## src/design/mjssr_pkg.sv

```systemverilog
// Shared types, constants and the angle-to-pulse conversion for the
// multi-joint servo slew ramp.
// No dependencies.
package mjssr_pkg;

	// Joint count and field widths
	localparam int JOINT_COUNT = 5;
	localparam int ANGLE_W     = 9;
	localparam int PULSE_W     = 9;
	localparam int CFG_INDEX_W = 3;
	localparam int CFG_DATA_W  = 9;

	typedef logic signed [ANGLE_W-1:0] angle_t;
	typedef logic [PULSE_W-1:0]        pulse_t;
	typedef logic [JOINT_COUNT-1:0]    joint_mask_t;
	typedef logic [CFG_INDEX_W-1:0]    cfg_index_t;

	// Register indexes: targets take 0..JOINT_COUNT-1, then the enable mask
	localparam cfg_index_t REG_TARGET_J0   = CFG_INDEX_W'(0);
	localparam cfg_index_t REG_ENABLE_MASK = CFG_INDEX_W'(JOINT_COUNT);

	// Servo travel and pulse limits
	localparam angle_t ANGLE_MIN = -9'sd135;
	localparam angle_t ANGLE_MAX = 9'sd135;
	localparam pulse_t PULSE_MIN = 9'd102;
	localparam pulse_t PULSE_MAX = 9'd510;

	// Span of the clamped angle measured from ANGLE_MIN (0..270)
	localparam logic [8:0] ANGLE_SPAN = 9'd270;

	// floor(y*408/270) = floor(y*68/45) = (y * 68 * 23302) >> 20, exact for y <= 270
	localparam int RECIP_SHIFT = 20;
	localparam logic [20:0] SCALE_MULT = 21'd1584536;

	// Reset angle of each joint (also the reset target)
	localparam angle_t RESET_ANGLE [JOINT_COUNT] = '{
		-9'sd120, -9'sd6, 9'sd0, 9'sd60, 9'sd0
	};

	// Clamp the angle, shift to 0..270 and scale onto the pulse range
	function automatic pulse_t pulse_of(input angle_t ang);
		logic [8:0]  y;
		logic [29:0] prod;
		logic [8:0]  scaled;
		if (ang < ANGLE_MIN) begin
			y = 9'd0;
		end else if (ang > ANGLE_MAX) begin
			y = ANGLE_SPAN;
		end else begin
			y = 9'(ang - ANGLE_MIN);
		end
		prod   = 30'(y) * 30'(SCALE_MULT);
		scaled = prod[RECIP_SHIFT +: 9];
		return scaled + PULSE_MIN;
	endfunction

endpackage

```

## src/design/multi_joint_servo_slew_ramp_top.sv

```systemverilog
// Top level of the multi-joint servo slew ramp: joint angle state, target and
// enable registers, and the registered pulse result.
// Depends on mjssr_pkg.

// Each transferred tick with step_tick high moves every enabled joint one degree
// toward its target; each tick returns the pulse counts of all five joints plus a moved flag.
// One tick is taken every clock cycle while in_stall is low; its result appears in the output
// register on the next cycle. The angle update and the pulse scaling (one
// constant multiply per joint) sit between the angle registers and the output
// register. in_stall is high only while a finished result is held by
// out_stall. Configuration writes are always ready; indexes past the enable
// mask are ignored. There is no clearing pass after reset.
module multi_joint_servo_slew_ramp_top (
	input  logic                              clk,
	input  logic                              arst_n,
	// tick channel
	input  logic                              in_valid,
	output logic                              in_stall,
	input  logic                              step_tick,
	// result channel
	output logic                              out_valid,
	input  logic                              out_stall,
	output logic [mjssr_pkg::PULSE_W-1:0]     pulse_j0,
	output logic [mjssr_pkg::PULSE_W-1:0]     pulse_j1,
	output logic [mjssr_pkg::PULSE_W-1:0]     pulse_j2,
	output logic [mjssr_pkg::PULSE_W-1:0]     pulse_j3,
	output logic [mjssr_pkg::PULSE_W-1:0]     pulse_j4,
	output logic                              any_moved,
	// configuration write channel
	input  logic                              cfg_valid,
	output logic                              cfg_ready,
	input  logic [mjssr_pkg::CFG_INDEX_W-1:0] cfg_index,
	input  logic [mjssr_pkg::CFG_DATA_W-1:0]  cfg_data
);

	mjssr_pkg::angle_t      angle_q  [mjssr_pkg::JOINT_COUNT];
	mjssr_pkg::angle_t      target_q [mjssr_pkg::JOINT_COUNT];
	mjssr_pkg::joint_mask_t enable_q;
	mjssr_pkg::angle_t      angle_nxt [mjssr_pkg::JOINT_COUNT];
	mjssr_pkg::joint_mask_t step_mask;
	mjssr_pkg::pulse_t      pulse_q  [mjssr_pkg::JOINT_COUNT];
	logic                   moved_q;
	logic                   out_valid_q;
	logic                   in_xfer;
	logic                   cfg_xfer;

	// Handshake
	assign in_stall  = out_valid_q & out_stall;
	assign in_xfer   = in_valid & ~in_stall;
	assign cfg_ready = 1'b1;
	assign cfg_xfer  = cfg_valid & cfg_ready;

	// Per-joint slew step
	always_comb begin
		for (int i = 0; i < mjssr_pkg::JOINT_COUNT; i++) begin
			angle_nxt[i] = angle_q[i];
			step_mask[i] = 1'b0;
			if (step_tick && enable_q[i]) begin
				if (angle_q[i] < target_q[i]) begin
					angle_nxt[i] = angle_q[i] + 9'sd1;
					step_mask[i] = 1'b1;
				end else if (angle_q[i] > target_q[i]) begin
					angle_nxt[i] = angle_q[i] - 9'sd1;
					step_mask[i] = 1'b1;
				end
			end
		end
	end

	// Joint angles
	always_ff @(posedge clk or negedge arst_n) begin
		if (!arst_n) begin
			for (int i = 0; i < mjssr_pkg::JOINT_COUNT; i++) begin
				angle_q[i] <= mjssr_pkg::RESET_ANGLE[i];
			end
		end else if (in_xfer) begin
			for (int i = 0; i < mjssr_pkg::JOINT_COUNT; i++) begin
				angle_q[i] <= angle_nxt[i];
			end
		end
	end

	// Configuration registers
	always_ff @(posedge clk or negedge arst_n) begin
		if (!arst_n) begin
			for (int i = 0; i < mjssr_pkg::JOINT_COUNT; i++) begin
				target_q[i] <= mjssr_pkg::RESET_ANGLE[i];
			end
			enable_q <= '0;
		end else if (cfg_xfer) begin
			for (int i = 0; i < mjssr_pkg::JOINT_COUNT; i++) begin
				if (cfg_index == mjssr_pkg::REG_TARGET_J0 + mjssr_pkg::CFG_INDEX_W'(i)) begin
					target_q[i] <= mjssr_pkg::angle_t'(cfg_data);
				end
			end
			if (cfg_index == mjssr_pkg::REG_ENABLE_MASK) begin
				enable_q <= cfg_data[mjssr_pkg::JOINT_COUNT-1:0];
			end
		end
	end

	// Output register valid
	always_ff @(posedge clk or negedge arst_n) begin
		if (!arst_n) begin
			out_valid_q <= 1'b0;
		end else if (in_xfer) begin
			out_valid_q <= 1'b1;
		end else if (!out_stall) begin
			out_valid_q <= 1'b0;
		end
	end

	// Output register payload
	always_ff @(posedge clk) begin
		if (in_xfer) begin
			for (int i = 0; i < mjssr_pkg::JOINT_COUNT; i++) begin
				pulse_q[i] <= mjssr_pkg::pulse_of(angle_nxt[i]);
			end
			moved_q <= |step_mask;
		end
	end

	assign out_valid = out_valid_q;
	assign pulse_j0  = pulse_q[0];
	assign pulse_j1  = pulse_q[1];
	assign pulse_j2  = pulse_q[2];
	assign pulse_j3  = pulse_q[3];
	assign pulse_j4  = pulse_q[4];
	assign any_moved = moved_q;

endmodule

```

## config.mk

```make
export PLATFORM = sky130hd
export DESIGN_NAME = multi_joint_servo_slew_ramp_top
export DESIGN_NICKNAME = d
export VERILOG_FILES = /design/src/design/mjssr_pkg.sv /design/src/design/multi_joint_servo_slew_ramp_top.sv
export SDC_FILE = /design/constraint.sdc
export NUM_CORES = 1
export LEC_CHECK = 0
export BUFFER_PORTS_ARGS = -buffer_cell sky130_fd_sc_hd__buf_2
export CAP_MARGIN = 10
export CORE_ASPECT_RATIO = 2
export CORE_MARGIN = 4
export CORE_UTILIZATION = 60
export DETAILED_ROUTE_END_ITERATION = 16
export GPL_ROUTABILITY_DRIVEN = 1
export PLACE_DENSITY = 0.79
export SLEW_MARGIN = 40
export SYNTH_ARGS = -nofsm -noshare
export SYNTH_HDL_FRONTEND = slang
export SYNTH_SLANG_ARGS = --single-unit
```

## constraint.sdc

```tcl
create_clock -name clk -period 16.5 [get_ports clk]
set_input_delay 0 -clock clk [delete_from_list [all_inputs] [get_ports clk]]
set_output_delay 0 -clock clk [all_outputs]
set_load 0.02 [all_outputs]
```

==> results.cfg <==
[setup_path]
required_ns = 16.71
crit_top_cell = inv_1
start_kind = register
cpPeakStageDelay_ns = 0.73
path_max_fanout = 11
r2r_start = angle_q[0]
cp_slowest_cell = o311ai_0
critPathLaunch = angle_q[0]
path_class = register to register
worstSetupEndpointType = register
cp.arrival_ns = 9.48
ff2ff_setup_slack_ns = 7.23

[route]
drc = 0
dr.pass1.iters = 7
ant_nets = 0
viasPerCell = 5.87
drt-wirelength-per-cell_um = 17.8
drtIter0Drc = 706
wl_um = 50800
vias = 16800

[logic_synthesis]
syn-mean-instance-area_sq_um = 8.95
synth_cells = 2339
synth_edf_count = 46
ys.flop_type = dfrtp_1
yosysWarningCount = 0
ys_seq_area_share_pct = 18.2
netlist_area_sq_um = 20900
synth_seq_cells = 142
synth_cell_type_count = 102
async_flop_share_pct = 67.6

[cells_and_area]
fillCellCount = 2930
nets = 2943
register_area_sq_um = 3820
area_delta_synth_final_pct = 7.12
final_common_cell = inv_1
multi_input_area_sq_um = 15100
instances_no_fill = 2857
layout_common_cells = inv_1 (496), ha_1 (370), fa_1 (155)
drive_above_1_share_pct = 8.91
finish.instance_area_sq_um = 22400

[clock_tree]
tritoncts = built
htreeDepth = 4
cts.sinks = 142
clk_pin_slew_worst_paths_ns = 0.07
cts.repair.resized = 0
insertion_delay_ns = 0.46
root_buffer = clkbuf_16
cts_made_buffers = 17
clock_path_buffers = 2

[sta]
finClkSkew_ns = 0.0108
relSlewSlack_pct = 45.7
setup_tns_ns = 0
tightest_slew_ns = 0.804
min_period_ns = 9.27
setup_viol = 0
period_share_pct = 56.2
hold_violations = 0
rsz0062_at_grt = false
max_freq_mhz = 108
whs_ns = 0.0934
slew_viol_final = 0

[placed_design]
port_buffers = 65
dp_hpwl_um = 42600
gp_congestion = 0.966
dpl_cell_area_sq_um = 21700
place_inst = 2809

[global_route]
antenna_found_initial = 3
grt.total_usage_pct = 27.4
grt_pass1_vias = 18200
grt_pass1_wl_um = 85000
grt-ovfl-total = 0
grt_max_degree = 75

[die]
fp.coreArea_sq_um = 34400
die_height_um = 272
boundaryPins = 67
row_count = 96
die_w_um = 140
start_util_pct = 60.9
die-area_sq_um = 38100

[flow_run]
drv_cap = 0

[min_path]
hp-class = input port to register
min-delay-start = cfg_index[2]

[run_status]
status = completed
[routing by layer]
layer	vias to the layer above	track usage, %	part of all wire (%)
met1	8094	24.3	32
li1	7980	-	-
met4	0	17.3	7.2
met3	222	3.79	3.1
met5	-	0	0
met2	462	55.6	58
[state kept, by name, indices dropped and copies added (netlist names)]
| register | flops |
|---|---|
| angle_q | 45 |
| pulse_q | 45 |
| target_q | 45 |
| enable_q | 5 |
| any_moved | 1 |
| out_valid | 1 |
[synthesized netlist by cell type (all sizes together), types with 47 or more instances]
cell     n  area, sq um
dfrtp   68         1700
o21ai  108          552
xnor2   99          882
nand3   49          245
ha     370         4630
nand2  150          566
nor3    47          235
nor2    97          364
a21oi   78          398
fa     155         3100
inv    496         1860
xor2    55          508
[kinds of logic (layout without fill, tap and decap cells)]
kind of cell	count (synthesis)	in the layout	share of synthesized area [%]
AO/OA/AOI/OAI	380	380	12.3
XOR/XNOR	154	154	6.64
adder cells (fa/ha/maj)	526	526	37.0
buffers and inverters	541	614	9.86
flip-flops	142	142	18.2
multiplexers	51	51	2.64
other	2	6	0.0359
AND/OR/NAND/NOR	543	543	13.3
[path summary, 6_finish.rpt]
path                                  endpoint  depth (start not counted)
worst min register to register     angle_q[35]                          2
worst min-delay path              target_q[44]                          5
max in group asynchronous          target_q[8]                          3
worst max-delay path            pulse_q[0][42]                         31
min in group asynchronous         target_q[30]                          2
worst max register to register  pulse_q[0][42]                         31
[layout make-up]
type | instances | area share, %
tap | 441 | 2.46
clock buffer | 18 | 1.96
inverter | 497 | 8.32
timing repair buffer | 85 | 2.29
multi-input combinational | 1657 | 67.3
antenna | 3 | 0.0335
clock inverter | 14 | 0.614
sequential | 142 | 17.0
[worst max-delay path: cells and delay by family, from the launching register on]
kind | cells | cell delay [ns]
AO/OA/AOI/OAI | 10 | 3.30
AND/OR/NAND/NOR | 5 | 0.87
buffers and inverters | 5 | 0.40
adder cells (fa/ha/maj) | 7 | 2.73
multiplexers | 1 | 0.31
flip-flops | 1 | 0.50
XOR/XNOR | 3 | 0.91
[repair_timing]
action	CTS	global route
buffers inserted	0	0
hold buffers	13	0
endpoints found under the hold margin	131	0
endpoints found under the setup margin	0	0
[per-stage QoR]
step                      setup WS [ns]  utilization, %
after floorplan                    8.48               -
after global placement             7.39            63.1
after detailed placement           6.91            63.2
after CTS                          6.87            65.2
after global routing               6.67            65.3
final                              7.23            65.3
Power is left out: the tool's default activity adds up to more than one toggle a clock period on the data nets, which glitch-free logic cannot reach.
